$ cat config.mk
export PLATFORM = sky130hd
export DESIGN_NAME = text_terminal_cursor_engine
export DESIGN_NICKNAME = d
export VERILOG_FILES = /design/src/rtl/ttce_pkg.sv /design/src/rtl/text_terminal_cursor_engine.sv /design/src/rtl/ttce_front.sv /design/src/rtl/ttce_fifo.sv /design/src/rtl/ttce_back.sv
export SDC_FILE = /design/constraint.sdc
export NUM_CORES = 1
export LEC_CHECK = 0
export ABC_AREA = 1
export BUFFER_PORTS_ARGS = -buffer_cell sky130_fd_sc_hd__buf_4
export CORE_ASPECT_RATIO = 0.6
export CORE_MARGIN = 8
export CORE_UTILIZATION = 55
export CTS_CLUSTER_SIZE = 28
export DETAILED_ROUTE_END_ITERATION = 8
export HOLD_SLACK_MARGIN = 0.08
export PLACE_DENSITY = 0.73
export SYNTH_ARGS = -nofsm -noshare
export SYNTH_HDL_FRONTEND = slang
export SYNTH_HIERARCHICAL = 1
export SYNTH_SLANG_ARGS = --single-unit
$ cat constraint.sdc
create_clock -name i_clk -period 3.7 [get_ports i_clk]
set_input_delay 0.185 -clock i_clk [delete_from_list [all_inputs] [get_ports i_clk]]
set_output_delay 0.185 -clock i_clk [all_outputs]
set_load 0.02 [all_outputs]
$ cat src/rtl/ttce_pkg.sv
// Shared types and constants for the text terminal cursor engine.
// No dependencies; imported by every module of the block.
package ttce_pkg;

    // Byte codes seen by the escape parser
    localparam logic [7:0] BYTE_ESC      = 8'h1B;
    localparam logic [7:0] BYTE_LBRACKET = 8'h5B;
    localparam logic [7:0] BYTE_LF       = 8'h0A;
    localparam logic [7:0] BYTE_CR       = 8'h0D;
    localparam logic [7:0] BYTE_FINAL_LO = 8'h40;
    localparam logic [7:0] BYTE_FINAL_HI = 8'h7E;

    // Operations passed from parser to cursor unit
    typedef logic [1:0] t_op;
    localparam t_op OP_WR = 2'd0;
    localparam t_op OP_LF = 2'd1;
    localparam t_op OP_CR = 2'd2;

    // Result command codes
    localparam logic CMD_WRITE  = 1'b0;
    localparam logic CMD_SCROLL = 1'b1;

    // Configuration registers
    localparam int CFG_IDX_W  = 1;
    localparam int CFG_DATA_W = 9;
    localparam logic [CFG_IDX_W-1:0] REG_ROWS = 1'd0;
    localparam logic [CFG_IDX_W-1:0] REG_COLS = 1'd1;
    localparam logic [6:0] ROWS_RESET = 7'd24;
    localparam logic [8:0] COLS_RESET = 9'd80;

    // Op queue depth
    localparam int QDEPTH = 4;

    typedef struct packed {
        t_op        op;
        logic [7:0] ch;
    } t_qent;

    typedef struct packed {
        logic       cmd;
        logic [5:0] row;
        logic [7:0] col;
        logic [7:0] ch;
        logic       last;
    } t_result;

endpackage

$ cat src/rtl/text_terminal_cursor_engine.sv
// Top level of the text terminal cursor engine: config registers, parser, op queue, cursor unit.
// Depends on ttce_pkg, ttce_front, ttce_fifo, ttce_back.
//
//  channel | direction | handshake              | payload
//  --------+-----------+------------------------+------------------------------------------
//  in      | input     | i_in_valid/o_in_ready  | i_data_byte
//  out     | output    | o_out_valid/i_out_ready| o_command o_cell_row o_cell_col
//          |           |                        | o_char_code o_last_result
//  cfg     | input     | i_cfg_we (no wait)     | i_cfg_index i_cfg_data
//
// One byte is taken per cycle while the op queue has room and the row pointers are not
// being re-reduced. In the cursor unit a write that wraps first runs a new-line step, then
// writes. Reset is synchronous, active low. A screen_rows write drops o_in_ready while the
// row pointers are re-reduced. A stalled output holds its result register; the queue
// absorbs input meanwhile.
module text_terminal_cursor_engine #(
    parameter int MAX_ROWS = 64,
    parameter int MAX_COLS = 256
) (
    input  logic                              i_clk,
    input  logic                              i_rst_n,
    input  logic                              i_in_valid,
    output logic                              o_in_ready,
    input  logic [7:0]                        i_data_byte,
    output logic                              o_out_valid,
    input  logic                              i_out_ready,
    output logic                              o_command,
    output logic [5:0]                        o_cell_row,
    output logic [7:0]                        o_cell_col,
    output logic [7:0]                        o_char_code,
    output logic                              o_last_result,
    input  logic                              i_cfg_we,
    input  logic [ttce_pkg::CFG_IDX_W-1:0]    i_cfg_index,
    input  logic [ttce_pkg::CFG_DATA_W-1:0]   i_cfg_data
);
    import ttce_pkg::*;

    logic [6:0] r_screen_rows;
    logic [8:0] r_screen_cols;
    logic       norm_start;
    logic       q_full;
    logic       q_valid;
    logic       q_push;
    logic       q_pop;
    logic       busy;
    t_qent      q_in;
    t_qent      q_out;
    t_result    res;

    assign norm_start = i_cfg_we && (i_cfg_index == REG_ROWS);

    always_ff @(posedge i_clk) begin
        if (!i_rst_n) begin
            r_screen_rows <= ROWS_RESET;
            r_screen_cols <= COLS_RESET;
        end else if (i_cfg_we) begin
            case (i_cfg_index)
                REG_ROWS: r_screen_rows <= i_cfg_data[6:0];
                REG_COLS: r_screen_cols <= i_cfg_data[8:0];
                default:  ;
            endcase
        end
    end

    ttce_front u_front (
        .i_clk       (i_clk),
        .i_rst_n     (i_rst_n),
        .i_valid     (i_in_valid),
        .o_ready     (o_in_ready),
        .i_data_byte (i_data_byte),
        .i_full      (q_full),
        .i_busy      (busy),
        .o_push      (q_push),
        .o_ent       (q_in)
    );

    ttce_fifo #(
        .DEPTH (QDEPTH)
    ) u_fifo (
        .i_clk   (i_clk),
        .i_rst_n (i_rst_n),
        .i_push  (q_push),
        .i_data  (q_in),
        .o_full  (q_full),
        .o_valid (q_valid),
        .o_data  (q_out),
        .i_pop   (q_pop)
    );

    ttce_back #(
        .MAX_ROWS (MAX_ROWS),
        .MAX_COLS (MAX_COLS)
    ) u_back (
        .i_clk         (i_clk),
        .i_rst_n       (i_rst_n),
        .i_screen_rows (r_screen_rows),
        .i_screen_cols (r_screen_cols),
        .i_norm_start  (norm_start),
        .i_op_valid    (q_valid),
        .i_op          (q_out),
        .o_pop         (q_pop),
        .o_busy        (busy),
        .o_out_valid   (o_out_valid),
        .i_out_ready   (i_out_ready),
        .o_out         (res)
    );

    assign o_command     = res.cmd;
    assign o_cell_row    = res.row;
    assign o_cell_col    = res.col;
    assign o_char_code   = res.ch;
    assign o_last_result = res.last;

endmodule

$ cat src/rtl/ttce_front.sv
// Escape parser front end: accepts bytes, tracks parse mode, queues cursor ops.
// Depends on ttce_pkg.
module ttce_front (
    input  logic            i_clk,
    input  logic            i_rst_n,
    input  logic            i_valid,
    output logic            o_ready,
    input  logic [7:0]      i_data_byte,
    input  logic            i_full,
    input  logic            i_busy,
    output logic            o_push,
    output ttce_pkg::t_qent o_ent
);
    import ttce_pkg::*;

    localparam logic [1:0] MODE_NORMAL = 2'd0;
    localparam logic [1:0] MODE_ESC    = 2'd1;
    localparam logic [1:0] MODE_CSI    = 2'd2;

    logic [1:0] r_mode;
    logic [1:0] n_mode;
    logic       acc;
    logic       has_op;

    assign o_ready = !i_full && !i_busy;
    assign acc     = i_valid && o_ready;
    assign o_push  = acc && has_op;

    always_comb begin
        n_mode   = r_mode;
        has_op   = 1'b0;
        o_ent.ch = i_data_byte;
        o_ent.op = OP_WR;
        case (r_mode)
            MODE_ESC: begin
                n_mode = (i_data_byte == BYTE_LBRACKET) ? MODE_CSI : MODE_NORMAL;
            end
            MODE_CSI: begin
                if (i_data_byte inside {[BYTE_FINAL_LO:BYTE_FINAL_HI]}) begin
                    n_mode = MODE_NORMAL;
                end
            end
            default: begin
                // unused code 3 behaves as normal
                n_mode = MODE_NORMAL;
                if (i_data_byte == BYTE_ESC) begin
                    n_mode = MODE_ESC;
                end else if (i_data_byte == BYTE_LF) begin
                    has_op   = 1'b1;
                    o_ent.op = OP_LF;
                end else if (i_data_byte == BYTE_CR) begin
                    has_op   = 1'b1;
                    o_ent.op = OP_CR;
                end else begin
                    has_op   = 1'b1;
                    o_ent.op = OP_WR;
                end
            end
        endcase
    end

    always_ff @(posedge i_clk) begin
        if (!i_rst_n) begin
            r_mode <= MODE_NORMAL;
        end else if (acc) begin
            r_mode <= n_mode;
        end
    end

endmodule

$ cat src/rtl/ttce_fifo.sv
// Short op queue between the parser and the cursor unit.
// Depends on ttce_pkg for the entry type.
module ttce_fifo #(
    parameter int DEPTH = 4
) (
    input  logic            i_clk,
    input  logic            i_rst_n,
    input  logic            i_push,
    input  ttce_pkg::t_qent i_data,
    output logic            o_full,
    output logic            o_valid,
    output ttce_pkg::t_qent o_data,
    input  logic            i_pop
);
    import ttce_pkg::*;

    localparam int PTR_W = (DEPTH > 1) ? $clog2(DEPTH) : 1;
    localparam int CNT_W = $clog2(DEPTH + 1);

    t_qent              r_mem [DEPTH];
    logic [PTR_W-1:0]   r_wptr;
    logic [PTR_W-1:0]   r_rptr;
    logic [CNT_W-1:0]   r_count;
    logic               do_pop;

    assign o_full  = (r_count == CNT_W'(DEPTH));
    assign o_valid = (r_count != '0);
    assign o_data  = r_mem[r_rptr];
    assign do_pop  = i_pop && o_valid;

    always_ff @(posedge i_clk) begin
        if (i_push) begin
            r_mem[r_wptr] <= i_data;
        end
    end

    always_ff @(posedge i_clk) begin
        if (!i_rst_n) begin
            r_wptr  <= '0;
            r_rptr  <= '0;
            r_count <= '0;
        end else begin
            if (i_push) begin
                r_wptr <= (r_wptr == PTR_W'(DEPTH - 1)) ? '0 : r_wptr + PTR_W'(1);
            end
            if (do_pop) begin
                r_rptr <= (r_rptr == PTR_W'(DEPTH - 1)) ? '0 : r_rptr + PTR_W'(1);
            end
            if (i_push && !do_pop) begin
                r_count <= r_count + CNT_W'(1);
            end else if (!i_push && do_pop) begin
                r_count <= r_count - CNT_W'(1);
            end
        end
    end

endmodule

$ cat src/rtl/ttce_back.sv
// Cursor unit: executes queued ops, keeps cursor and top pointer, drives result register.
// Also holds the bit-serial reducer that re-normalizes row pointers after a rows write.
// Depends on ttce_pkg.
module ttce_back #(
    parameter int MAX_ROWS = 64,
    parameter int MAX_COLS = 256
) (
    input  logic              i_clk,
    input  logic              i_rst_n,
    input  logic [6:0]        i_screen_rows,
    input  logic [8:0]        i_screen_cols,
    input  logic              i_norm_start,
    input  logic              i_op_valid,
    input  ttce_pkg::t_qent   i_op,
    output logic              o_pop,
    output logic              o_busy,
    output logic              o_out_valid,
    input  logic              i_out_ready,
    output ttce_pkg::t_result o_out
);
    import ttce_pkg::*;

    localparam int ROW_W = $clog2(MAX_ROWS);
    localparam int RW    = ROW_W + 1;
    localparam int CW    = $clog2(MAX_COLS + 1);
    localparam int CNT_W = $clog2(ROW_W + 1);

    logic [RW-1:0]    rows_eff;
    logic [CW-1:0]    cols_eff;

    logic [ROW_W-1:0] r_crow;
    logic [ROW_W-1:0] r_crow_m;
    logic [ROW_W-1:0] r_top;
    logic [ROW_W-1:0] r_top_m;
    logic [CW-1:0]    r_col;
    logic [CNT_W-1:0] r_cnt;
    logic [ROW_W-1:0] r_sh_top;
    logic [ROW_W-1:0] r_sh_crow;
    logic             r_out_valid;
    t_result          r_out;

    logic             busy;
    logic             out_free;
    logic             at_bottom;
    logic [RW-1:0]    top_inc;
    logic [ROW_W-1:0] top_next;
    logic [RW-1:0]    phys_sum;
    logic [RW-1:0]    phys;
    logic             wrap;
    logic             is_wr;
    logic             is_lf;
    logic             is_cr;
    logic             do_nl;
    logic             load;
    logic             col_clr;
    logic             col_inc;
    logic             row_inc;
    logic             scroll;
    t_result          n_res;
    logic [RW-1:0]    rn_top;
    logic [RW-1:0]    rn_crow;
    logic [RW-1:0]    rem_top;
    logic [RW-1:0]    rem_crow;

    // Clamp register values to 1..MAX
    always_comb begin
        if (i_screen_rows == 7'd0) begin
            rows_eff = RW'(1);
        end else if (32'(i_screen_rows) > 32'(MAX_ROWS)) begin
            rows_eff = RW'(MAX_ROWS);
        end else begin
            rows_eff = RW'(i_screen_rows);
        end
        if (i_screen_cols == 9'd0) begin
            cols_eff = CW'(1);
        end else if (32'(i_screen_cols) > 32'(MAX_COLS)) begin
            cols_eff = CW'(MAX_COLS);
        end else begin
            cols_eff = CW'(i_screen_cols);
        end
    end

    assign busy     = i_norm_start || (r_cnt != '0);
    assign o_busy   = busy;
    assign out_free = !r_out_valid || i_out_ready;

    // Raw row on the last row or past it counts as bottom
    assign at_bottom = ({1'b0, r_crow} + RW'(1)) >= rows_eff;
    assign top_inc   = {1'b0, r_top_m} + RW'(1);
    assign top_next  = (top_inc == rows_eff) ? '0 : top_inc[ROW_W-1:0];
    // Both terms are below rows, so one subtract reduces the sum
    assign phys_sum  = {1'b0, r_top_m} + {1'b0, r_crow_m};
    assign phys      = (phys_sum >= rows_eff) ? (phys_sum - rows_eff) : phys_sum;
    assign wrap      = (r_col >= cols_eff);

    assign is_wr = (i_op.op == OP_WR);
    assign is_lf = (i_op.op == OP_LF);
    assign is_cr = (i_op.op == OP_CR);
    assign do_nl = is_lf || (is_wr && wrap);

    // A wrapping write first runs a new-line step without popping,
    // then comes back with column 0 and writes.
    always_comb begin
        o_pop   = 1'b0;
        load    = 1'b0;
        col_clr = 1'b0;
        col_inc = 1'b0;
        row_inc = 1'b0;
        scroll  = 1'b0;
        n_res   = '0;
        if (i_op_valid && !busy) begin
            if (do_nl) begin
                if (at_bottom) begin
                    if (out_free) begin
                        scroll     = 1'b1;
                        load       = 1'b1;
                        col_clr    = 1'b1;
                        o_pop      = is_lf;
                        n_res.cmd  = CMD_SCROLL;
                        n_res.row  = 6'(r_top_m);
                        n_res.last = is_lf;
                    end
                end else begin
                    row_inc = 1'b1;
                    col_clr = 1'b1;
                    o_pop   = is_lf;
                end
            end else if (is_cr) begin
                col_clr = 1'b1;
                o_pop   = 1'b1;
            end else if (is_wr) begin
                if (out_free) begin
                    load       = 1'b1;
                    col_inc    = 1'b1;
                    o_pop      = 1'b1;
                    n_res.cmd  = CMD_WRITE;
                    n_res.row  = 6'(phys[ROW_W-1:0]);
                    n_res.col  = 8'(r_col);
                    n_res.ch   = i_op.ch;
                    n_res.last = 1'b1;
                end
            end else begin
                o_pop = 1'b1;
            end
        end
    end

    // One remainder step per cycle, MSB first
    always_comb begin
        rn_top  = {r_top_m, r_sh_top[ROW_W-1]};
        rn_crow = {r_crow_m, r_sh_crow[ROW_W-1]};
        rem_top  = (rn_top >= rows_eff) ? (rn_top - rows_eff) : rn_top;
        rem_crow = (rn_crow >= rows_eff) ? (rn_crow - rows_eff) : rn_crow;
    end

    always_ff @(posedge i_clk) begin
        if (!i_rst_n) begin
            r_crow      <= '0;
            r_crow_m    <= '0;
            r_top       <= '0;
            r_top_m     <= '0;
            r_col       <= '0;
            r_cnt       <= '0;
            r_out_valid <= 1'b0;
        end else begin
            if (load) begin
                r_out_valid <= 1'b1;
            end else if (i_out_ready) begin
                r_out_valid <= 1'b0;
            end
            if (col_clr) begin
                r_col <= '0;
            end else if (col_inc) begin
                r_col <= r_col + CW'(1);
            end
            if (row_inc) begin
                r_crow   <= r_crow + ROW_W'(1);
                r_crow_m <= r_crow_m + ROW_W'(1);
            end
            if (scroll) begin
                r_top   <= top_next;
                r_top_m <= top_next;
            end
            if (i_norm_start) begin
                r_cnt    <= CNT_W'(ROW_W);
                r_top_m  <= '0;
                r_crow_m <= '0;
            end else if (r_cnt != '0) begin
                r_cnt    <= r_cnt - CNT_W'(1);
                r_top_m  <= rem_top[ROW_W-1:0];
                r_crow_m <= rem_crow[ROW_W-1:0];
            end
        end
    end

    always_ff @(posedge i_clk) begin
        if (i_norm_start) begin
            r_sh_top  <= r_top;
            r_sh_crow <= r_crow;
        end else if (r_cnt != '0) begin
            r_sh_top  <= r_sh_top << 1;
            r_sh_crow <= r_sh_crow << 1;
        end
        if (load) begin
            r_out <= n_res;
        end
    end

    assign o_out_valid = r_out_valid;
    assign o_out       = r_out;

    a_ptrs_in_range: assert property (@(posedge i_clk) disable iff (!i_rst_n)
        !busy |-> (({1'b0, r_top_m} < rows_eff) && ({1'b0, r_crow_m} < rows_eff)))
        else $error("normalized row pointer not below row count");

    a_no_pop_busy: assert property (@(posedge i_clk) disable iff (!i_rst_n)
        busy |-> !o_pop)
        else $error("op consumed while pointers are being reduced");

    a_wrap_scroll_keeps_op: assert property (@(posedge i_clk) disable iff (!i_rst_n)
        (load && (n_res.cmd == CMD_SCROLL) && !n_res.last) |-> !o_pop)
        else $error("wrap scroll dropped its pending write");

    a_write_advances: assert property (@(posedge i_clk) disable iff (!i_rst_n)
        (load && (n_res.cmd == CMD_WRITE)) |=> (r_col == ($past(r_col) + CW'(1))))
        else $error("column did not advance after a cell write");

endmodule

# == Yosys cells after proc, flatten, opt, wreduce, memory -nomap -nowiden ==
# Memory sizes are Yosys's and may differ from the RTL's. A register that Yosys moved wholly into a read port is not among the register bits.
# Cells that the tools add are included.
# word_totals
wordCells,167
memories,1
register_bits,98
ram_bits,40
output_inout_bits,26
# op_classes
eq_ne,13
n_reduce_logical,35
addsub,14
mux,69
bitwise,5
magnitude_cmp,9
# mem_list
memory,words,width,rd,rd_ports_with_merged_regs,wr,line,source
u_fifo.r_mem,4,10,1,1,1,ttce_fifo.sv:20,t_qent r_mem [DEPTH];
# op_table
operator,count
two-way mux 6 bit,12
two-way mux 24 bit,2
two-way mux 7 bit,5
two-way mux 1 bit,32
greater-or-equal comparator 7 bit,4
two-way mux 23 bit,1
two-way mux 2 bit,10
two-way mux 9 bit,2
subtractor 6 bit,3
"equality test 8 x 4 -> 1 bit, second input constant",2
"adder 6 x 1 -> 7 bit, second input constant",2
"adder 6 x 1 -> 6 bit, second input constant",2
two-way mux 3 bit,4
logical AND 1 bit,10
nonzero test 2 bit,5
"adder 9 x 1 -> 9 bit, second input constant",1
greater-or-equal comparator 9 bit,1
"greater-than comparator 9 bit, second input constant",1
logical NOT 9 bit,1
"equality test 2 bit, second input constant",4
"equality test 8 x 5 -> 1 bit, second input constant",1
"equality test 8 x 7 -> 1 bit, second input constant",1
"greater-or-equal comparator 8 x 7 -> 1 bit, second input constant",1
"less-or-equal comparator 8 x 7 -> 1 bit, second input constant",1
other kinds (19),37

# == Depth between registers and ports, before layout ==
# Gate-level depths: netlist of run 1.
# logic_depth
word_depth,12
ltp_mapped,28
depth_no_buf,28

# == By module ==
# Netlist of run 1, hierarchy kept.
# modules_own_cells
module,instances,area_each_um2,seq_area_each_um2,cells_each
ttce_back,1,5300.1,1821.7,713
ttce_fifo,1,1968.1,1381.3,161
text_terminal_cursor_engine,1,615.6,320.3,82
ttce_front,1,309.0,40.0,56

# == Worst setup path after synthesis of run 1 ==
# OpenSTA, ideal clock, no wires.
# synth_timing
kind,register to register
startpoint,register r_screen_cols[4]
endpoint,register u_fifo.r_count[1]
path_stages_with_launch,23
arrival_time_ps,3148
path_buffers,0
slack_ps,436
setup_time_ps,116
cell_sequence,dfxtp_1 nor4_1 nand2_1 nor3_1 nor2_1 inv_1 nand2_1 ha_1 nand2_1 inv_1 nand2_1 nand3_2 nor2_4 nand2_4 nand2_1 o21ai_0 a21oi_1 nand2_2 ha_1 inv_1 fa_1 o21ai_0 nor2_1
# synth_between
elab_chain_cells,12
# synth_lines
item,line,source
start: declaration,text_terminal_cursor_engine.sv:39,logic [8:0] r_screen_cols;
start signal: assignment,text_terminal_cursor_engine.sv:59,REG_COLS: r_screen_cols <= i_cfg_data[8:0];
greater-than comparator 9 bit,ttce_back.sv:76,end else if (32'(i_screen_cols) > 32'(MAX_COLS)) begin
two-way mux 9 bit,ttce_back.sv:76,
two-way mux 9 bit (*),ttce_back.sv:74,if (i_screen_cols == 9'd0) begin
greater-or-equal comparator 9 bit (*),ttce_back.sv:94,assign wrap = (r_col >= cols_eff);
logical AND 1 bit (*),ttce_back.sv:99,assign do_nl = is_lf || (is_wr && wrap);
logical OR 1 bit (*),ttce_back.sv:99,
two-way mux 1 bit (*),ttce_back.sv:112,if (do_nl) begin
two-way mux 1 bit (*),ttce_back.sv:111,if (i_op_valid && !busy) begin
named net q_pop,text_terminal_cursor_engine.sv:44,logic q_pop;
logical AND 1 bit (*),ttce_fifo.sv:29,assign do_pop = i_pop && o_valid;
logical NOT 1 bit,ttce_fifo.sv:49,if (i_push && !do_pop) begin
logical AND 1 bit,ttce_fifo.sv:49,
two-way mux 3 bit or nonzero test 2 bit (tied branches),-,
end signal: assignment,ttce_fifo.sv:50,r_count <= r_count + CNT_W'(1);
end signal: assignment,ttce_fifo.sv:52,r_count <= r_count - CNT_W'(1);
end: declaration,ttce_fifo.sv:23,logic [CNT_W-1:0] r_count;
# Mark *: on every way through the listed nets, which the timed path passes. The rest lies on a longest branch.
# A chain may end at the register's enable or synchronous reset.

# == Worst setup path in the final report of run 1 ==
# Ends and elaborated chain as after synthesis.

==> summary.txt, run 1 <==
Critical path
  – Required time worst endpoint: 4.01 ns
  – RR Startpoint: r_screen_cols[4]
  – CP bufs+invs: 2
  – Crit path cell chain: nor4_1, nand2_1, nor3_2, nor2_1, inv_2, nand2_1, ha_1, a21oi_1, nand2_1, nand2_1, nand2_1, nand2_1, nand2_4, nand2_1, o21ai_2, a21oi_2, nand2_2, ha_1, inv_1, fa_1, o21ai_0, nor2_1
  – Worst r2r path cells: 22
  – RR Endpoint: u_fifo/r_count[1]
  – Largest stage delay, worst path: 0.40 ns
  – Setup crit end kind: register
  – Crit path DAT: 3.78 ns
  – Critical path fanouts, max: 7
  – Worst path most repeated cell: nand2_1
  – Crit Path Class: register to register
  – CP delay by family, top: simple AND/OR/NAND/NOR gates
  – Slowest CP cell: fa_1
  – R2R setup slack: 0.23 ns
  – Crit start category: register

Floorplanning
  – Die Ht: 111 um
  – Row Count: 34
  – Die ar.: 19200 um2
  – Placeable Area: 14500 um2
  – Die width: 174 um
  – # IOs: 49
  – Initial Util: 0.565

Power
  – Total Power: 0.00527 W
  – P_leak: 4.36 nW
  – Pwr dens: 552 nW/um2
  – Worst vdd ir: 0.000321 V

Global route
  – Largest net degree at the start of global routing: 34
  – Total gr overflow: 0
  – Total GRT Usage: 0.213
  – Initial antenna violation count: 0
  – Number of global-route vias before repair: 6508
  – First-pass GRT wire length: 33400 um

Route
  – Vias: 6987
  – Drt wl/cell: 15.6 um
  – ANT nets after route: 0
  – Pre-antenna DRT Iters: 5
  – DRC viols: 0
  – Via-to-Cell Ratio: 5.37
  – Initial DRC count: 702
  – Routed WL: 20300 um

Clock tree
  – Num CTS Buffers: 17
  – Clock Path Buffers: 2
  – CTS clk-pin slew, worst paths: 0.06 ns
  – Clock tree sinks: 140
  – CTS tree: yes
  – Clock Latency Late Sink: 0.42 ns
  – H-tree levels: 4
  – Post-CTS Setup Bufs: 0
  – CTS root buffer: clkbuf_16

Timing
  – Clock skew: 0.0135 ns
  – Final slew viol count: 0
  – Max Freq: 288 MHz
  – Final Hold Fails: 0
  – Unrepaired setup endpoints after global routing: false
  – Period utilisation layout: 0.938
  – Final setup viols: 0
  – Max transition margin: 0.595
  – Post-layout minimum cycle time: 3.47 ns
  – Tightest Pin Transition: 0.608 ns
  – Fin Setup TNS: 0 ns

Placed design
  – PortBufs: 48
  – RD Place Congestion: 1.00
  – DP HPWL: 14700 um

Final layout
  – Nets: 1174
  – Layout area overhead: 16.6%
  – Most frequent cells in the layout: nand2_1 (213), inv_1 (139), nor2_1 (118)
  – Diode count: 0
  – Most common cell after layout, fill and taps aside: nand2_1
  – Share of cells above drive strength 1: 0.129

Synth
  – YS warnings: 6
  – Mean Syn Cell Area: 8.10 um2
  – Syn_nets: 1097
  – Yosys cell types: 45
  – Cell area after synthesis: 8190 um2
  – Seq/Total Area, Yosys: 0.435
  – Seq cells post-synth: 140
  – Post-synthesis cell count: 1012

Min path
  – Hold Crit Class: primary input to register
  – Hold Startpoint: i_cfg_we
  – Hold depth: 3
  – Hold EP: r_screen_rows[4]

Outcome
  – Outcome: finished, final reports clean

Job
  – Max cap viols: 0
==> metrics by stage <==
stage	hold slack, ns	std cells	setup WS, ns	cell area, um2	util
final	0.106	1300	0.230	9550	0.659
after global routing	0.145	1300	0.0290	9550	0.659
after CTS	0.105	1300	0.0880	9540	0.658
after detailed placement	0.410	1251	0.0772	8770	0.605
after global placement	0.408	1251	0.158	8770	0.605
after floorplan	0.298	1012	0.436	8190	-
==> registers in the layout, indices dropped and copies added (netlist names), 7 cells and up, named ones only <==
register       cells
u_back/r_col       9
r_screen_rows      7
u_back/o_out      24
r_screen_cols      9
u_fifo/r_mem      40
==> cells by family after synthesis <==
logic type / count (synthesis) / share of synthesized area
AO/OA/AOI/OAI: 156 / 0.103
XOR/XNOR: 28 / 0.0299
adder cells (fa/ha/maj): 62 / 0.0993
buffers and inverters: 178 / 0.0932
flip-flops: 140 / 0.435
AND/OR/NAND/NOR: 448 / 0.239
==> how the worst max path moves through the flow <==
| stage | start | endpoint | slack (ns) | cells past startpoint |
|---|---|---|---|---|
| CTS | r_screen_cols[4] | u_fifo/r_count[2] | 0.09 | 28 |
| floorplan | r_screen_cols[4] | u_fifo/r_count[1] | 0.44 | 22 |
| global placement | r_screen_cols[4] | u_fifo/r_count[1] | 0.16 | 24 |
| global route | r_screen_cols[4] | u_fifo/r_count[1] | 0.03 | 22 |
| finish | r_screen_cols[4] | u_fifo/r_count[1] | 0.23 | 22 |
| detailed placement | r_screen_cols[4] | u_fifo/r_count[1] | 0.08 | 22 |
==> per-layer routing <==
metal / global-route usage / part of all wire / up-vias
met1: 0.314 / 0.49 / 3199
met2: 0.302 / 0.40 / 273
met4: 0.0675 / 0.015 / 0
met3: 0.0473 / 0.086 / 34
li1: - / - / 3481
met5: 0 / 0 / -
==> final cells by class <==
class                   count  area, um2
fillers                  1185       4950
multi-input cells         694       3880
flip-flops and latches    140       3560
repair buffers             88        703
inverters                 148        561
clock buffers              17        425
well taps                 198        248
clock inverters            15        169
==> synthesized netlist by cell type, drive strengths merged <==
library cell,n,area (um2)
clkinv,2,12.5
fa,5,100
a31oi,1,6.26
inv,146,548
o211ai,8,60.1
and2,2,12.5
and3,1,6.26
nand4,19,119
o21ai,69,349
or2,3,18.8
o22ai,11,68.8
ha,57,713
nand3b,2,18.8
a211oi,1,7.51
a21oi,57,285
nor4,2,12.5
buf,26,188
nand2,223,882
nor3,8,51.3
dfxtp,64,1280
o21a,4,30.0
a21o,1,7.51
clkbuf,4,15.0
edfxtp,76,2280
nor2,126,513
a31o,1,8.76
o21bai,2,15.0
a21boi,1,7.51
xor2,20,175
xnor2,8,70.1
nand3,62,328
==> report_power, final <==
| part | leakage, nW | switching (W) | internal (W) |
|---|---|---|---|
| Clock | 0.294 | 0.000766 | 0.000966 |
| Combinational | 2.84 | 0.00105 | 0.000572 |
| Sequential | 1.22 | 0.000115 | 0.00180 |
==> worst register-to-register path, stage by stage, from the launching register on <==
cell     delay, ns
dfxtp_1       0.32
nor4_1        0.28
nand2_1       0.10
nor3_2        0.13
nor2_1        0.08
inv_2         0.10
nand2_1       0.08
ha_1          0.31
a21oi_1       0.17
nand2_1       0.08
nand2_1       0.06
nand2_1       0.05
nand2_1       0.12
nand2_4       0.06
nand2_1       0.10
o21ai_2       0.08
a21oi_2       0.22
nand2_2       0.12
ha_1          0.21
inv_1         0.09
fa_1          0.40
o21ai_0       0.17
nor2_1        0.05
==> what timing repair did <==
action,4_1_cts,5_1_grt
setup endpoints to repair,1,3
hold buffers,17,0
cloned,0,0
endpoints found under the hold margin,43,0
pin swaps,0,0
resized for setup,1,5
Note: power is estimated with default switching activity, not from simulation.
==> run 2: changes to the inputs <==
--- a/config.mk
+++ b/config.mk
@@ -10,11 +10,11 @@
 export CORE_ASPECT_RATIO = 0.6
 export CORE_MARGIN = 8
 export CORE_UTILIZATION = 55
+export CTS_CLUSTER_DIAMETER = 30
 export CTS_CLUSTER_SIZE = 28
 export DETAILED_ROUTE_END_ITERATION = 8
 export HOLD_SLACK_MARGIN = 0.08
 export PLACE_DENSITY = 0.73
 export SYNTH_ARGS = -nofsm -noshare
 export SYNTH_HDL_FRONTEND = slang
-export SYNTH_HIERARCHICAL = 1
 export SYNTH_SLANG_ARGS = --single-unit
==> run 2 against run 1 <==
Setup slack improved by 0.052 ns. Register-to-register slack improved by 0.05 ns. First-iteration DRC count increased by 13%. Clock power increased by 6%. Via count decreased by 2.8%. Sequential power increased by 3%. Cell area decreased by 1.2%. Global-route usage increased by 0.50 points. Sequential share of layout area increased by 0.48 points. Clock skew about the same. Critical endpoint is now u_fifo.r_count[2]. Largest cell class unchanged.
==> summary.txt, run 2 <==
Outcome
  – Outcome: finished, final reports clean

Critical path
  – Crit start category: register
  – RR Endpoint: u_fifo.r_count[2]
  – R2R setup slack: 0.28 ns
  – Setup crit end kind: register
  – Crit path DAT: 3.72 ns
  – Largest stage delay, worst path: 0.37 ns
  – Critical path fanouts, max: 4
  – CP bufs+invs: 3
  – Worst path most repeated cell: inv_1
  – Slowest CP cell: fa_2
  – Worst r2r path cells: 21
  – Crit path cell chain: nor4_4, nand2_1, nor2_2, nor2_1, inv_1, nand2_1, ha_1, nand2_2, inv_1, a21oi_2, nand3_2, nor2_4, nand4_1, nand3_2, ha_1, inv_1, fa_2, a21oi_2, o21ai_2, o21ai_1, a21oi_1
  – Required time worst endpoint: 4.01 ns
  – CP delay by family, top: simple AND/OR/NAND/NOR gates
  – Worst path depth: 21
  – RR Startpoint: r_screen_cols[7]
  – Crit Path Class: register to register

Global route
  – Total GRT Usage: 0.218
  – Largest net degree at the start of global routing: 35
  – First-pass GRT wire length: 31700 um
  – Initial antenna violation count: 0
  – Number of global-route vias before repair: 6016
  – Total gr overflow: 0

Placed design
  – RD Place Congestion: 0.990
  – Pre-CTS setup slack: 0.0876 ns
  – Placed insts: 1208
  – DP HPWL: 14200 um
  – PortBufs: 48
  – Placed Area: 8580 um2

Final layout
  – Max FFs per register: 40
  – Fillers: 1139
  – Most frequent cells in the layout: nand2_1 (195), nor2_1 (111), inv_1 (107)
  – Top reg by flops: u_fifo.r_mem
  – Post-route cell area: 9440 um2
  – Fin util: 0.660
  – Diode count: 0
  – Area taken by multi-input logic gates: 3870 um2
  – Nets: 1130
  – Register Area: 3560 um2
  – Share of cells above drive strength 1: 0.130
  – Layout area overhead: 18.8%
  – Final Instance Count excl. Fillers: 1256
  – Most common cell after layout, fill and taps aside: nand2_1

Timing
  – Setup ws final: 0.282 ns
  – Post-layout minimum cycle time: 3.42 ns
  – Fin Setup TNS: 0 ns
  – Unrepaired setup endpoints after global routing: false
  – Max Freq: 293 MHz
  – Period utilisation layout: 0.924
  – Final slew viol count: 0
  – Final setup viols: 0
  – Max transition margin: 0.338
  – Clock skew: 0.0134 ns
  – Final Hold Fails: 0
  – Tightest Pin Transition: 0.990 ns

Synth
  – YS warnings: 0
  – Top FF cell, synth: edfxtp_1
  – Yosys cell types: 39
  – Syn_nets: 1050
  – Synth top area cells: edfxtp_1 (29%), dfxtp_1 (16%), nand2_1 (9.3%)
  – Yosys top cell area share: 0.287
  – Seq/Total Area, Yosys: 0.449
  – Post-synthesis cell count: 965
  – EDFF count, synth: 76
  – Yosys top cell by area: edfxtp_1
  – Seq cells post-synth: 140
  – Ys async rst share: 0
  – Top-count cell post-synth: nand2_1
  – Top post-synthesis cells by count: nand2_1 (196), nor2_1 (113), inv_1 (107)
  – Cell area after synthesis: 7940 um2
  – Mean Syn Cell Area: 8.23 um2

Route
  – Vias: 6794
  – Routed WL: 19800 um
  – ANT nets after route: 0
  – DRC viols: 0
  – Via-to-Cell Ratio: 5.41
  – Pre-antenna DRT Iters: 6
  – Drt wl/cell: 15.8 um
  – Initial DRC count: 790

Floorplanning
  – # IOs: 49
  – Die ar.: 18700 um2
  – Initial Util: 0.556
  – Die width: 171 um
  – Die Ht: 109 um
  – Placeable Area: 14300 um2
  – Row Count: 34

Power
  – Worst vdd ir: 0.000281 V
  – Pwr dens: 593 nW/um2
  – P_leak: 4.16 nW

Clock tree
  – H-tree levels: 4
  – CTS tree: yes
  – CTS root buffer: clkbuf_16
  – Clock tree sinks: 140
  – Clock Latency Late Sink: 0.43 ns
  – Num CTS Buffers: 17
  – CTS clk-pin slew, worst paths: 0.06 ns
  – Post-CTS Setup Bufs: 0
  – Clock Path Buffers: 2

Min path
  – Hold Crit Class: primary input to register
  – Hold EP: r_screen_cols[8]
  – Hold depth: 3
  – Hold Startpoint: i_cfg_data[8]

Job
  – Max cap viols: 0
==> run 2: changes by cell type in the layout (fill, tap and decap cells not counted), moves of 4 or more <==
cell / change
o21bai_1: +4
o22ai_1: -11
nand4_1: +4
inv_1: -32
o21a_1: -4
o21ai_0: +25
o21ai_1: -17
nand2_1: -18
nor2_1: -7
a21oi_1: +9
==> run 2: cells by family (layout without fill, tap and decap cells) <==
family	Yosys count	in the layout	synth area share
flops	140	140	0.449
buf+inv	140	233	0.0701
fa+ha+maj	62	62	0.102
compound gates	166	166	0.113
simple gates	428	428	0.234
xor+xnor	29	29	0.0320
==> run 2: what timing repair did <==
item,4_1_cts,5_1_grt
endpoints found under the hold margin,46,0
hold buffers,16,0
gates resized for setup,0,15
endpoints found under the setup margin,0,2
==> run 2: per-stage QoR <==
| step | power, W | hold slack [ns] |
|---|---|---|
| 2_1_floorplan | 0.00325 | 0.284 |
| 3_3_place_gp | 0.00367 | 0.404 |
| 3_5_place_dp | 0.00369 | 0.411 |
| 4_1_cts | 0.00556 | 0.111 |
| 5_1_grt | 0.00593 | 0.126 |
| 6_report | 0.00560 | 0.120 |
==> run 2: worst register-to-register path, stage by stage, from the launching register on <==
cell and delay, ns:
dfxtp_2 0.35, nor4_4 0.27, nand2_1 0.10, nor2_2 0.14, nor2_1 0.07, inv_1 0.10
nand2_1 0.07, ha_1 0.32, nand2_2 0.08, inv_1 0.05, a21oi_2 0.17, nand3_2 0.12
nor2_4 0.16, nand4_1 0.15, nand3_2 0.15, ha_1 0.15, inv_1 0.08, fa_2 0.37
a21oi_2 0.15, o21ai_2 0.08, o21ai_1 0.15, a21oi_1 0.05
==> run 2: area by class of cell <==
type	count	area share
multi-input cells	685	0.410
flip-flops and latches	140	0.378
repair buffers	84	0.0711
inverters	117	0.0467
clock buffers	17	0.0451
well taps	198	0.0263
clock inverters	15	0.0227
==> run 2: metal layers <==
metal | part of all wire | routed length, um | global-route usage | vias up
li1 | - | - | - | 3398
met2 | 0.38 | 7530 | 0.291 | 310
met3 | 0.11 | 2200 | 0.0662 | 26
met4 | 0.013 | 253 | 0.0562 | 0
met5 | 0 | 0 | 0 | -
met1 | 0.50 | 9850 | 0.331 | 3060
==> run 2: how the worst max path moves through the flow <==
stage	from	to	slack [ns]
final	r_screen_cols[7]	u_fifo.r_count[2]	0.28
after global routing	r_screen_cols[7]	u_fifo.r_count[2]	0.02
after CTS	r_screen_cols[4]	u_fifo.r_count[2]	0.003
after detailed placement	r_screen_cols[4]	u_fifo.r_count[2]	0.09
after global placement	r_screen_cols[4]	u_fifo.r_count[2]	0.22
after floorplan	u_back.r_cnt[0]	u_fifo.r_count[2]	0.49
==> run 2: power by group <==
part	switching (W)	total, W	internal [W]
Sequential	0.000145	0.00198	0.00184
Clock	0.000742	0.00184	0.00110
Combinational	0.00115	0.00177	0.000626
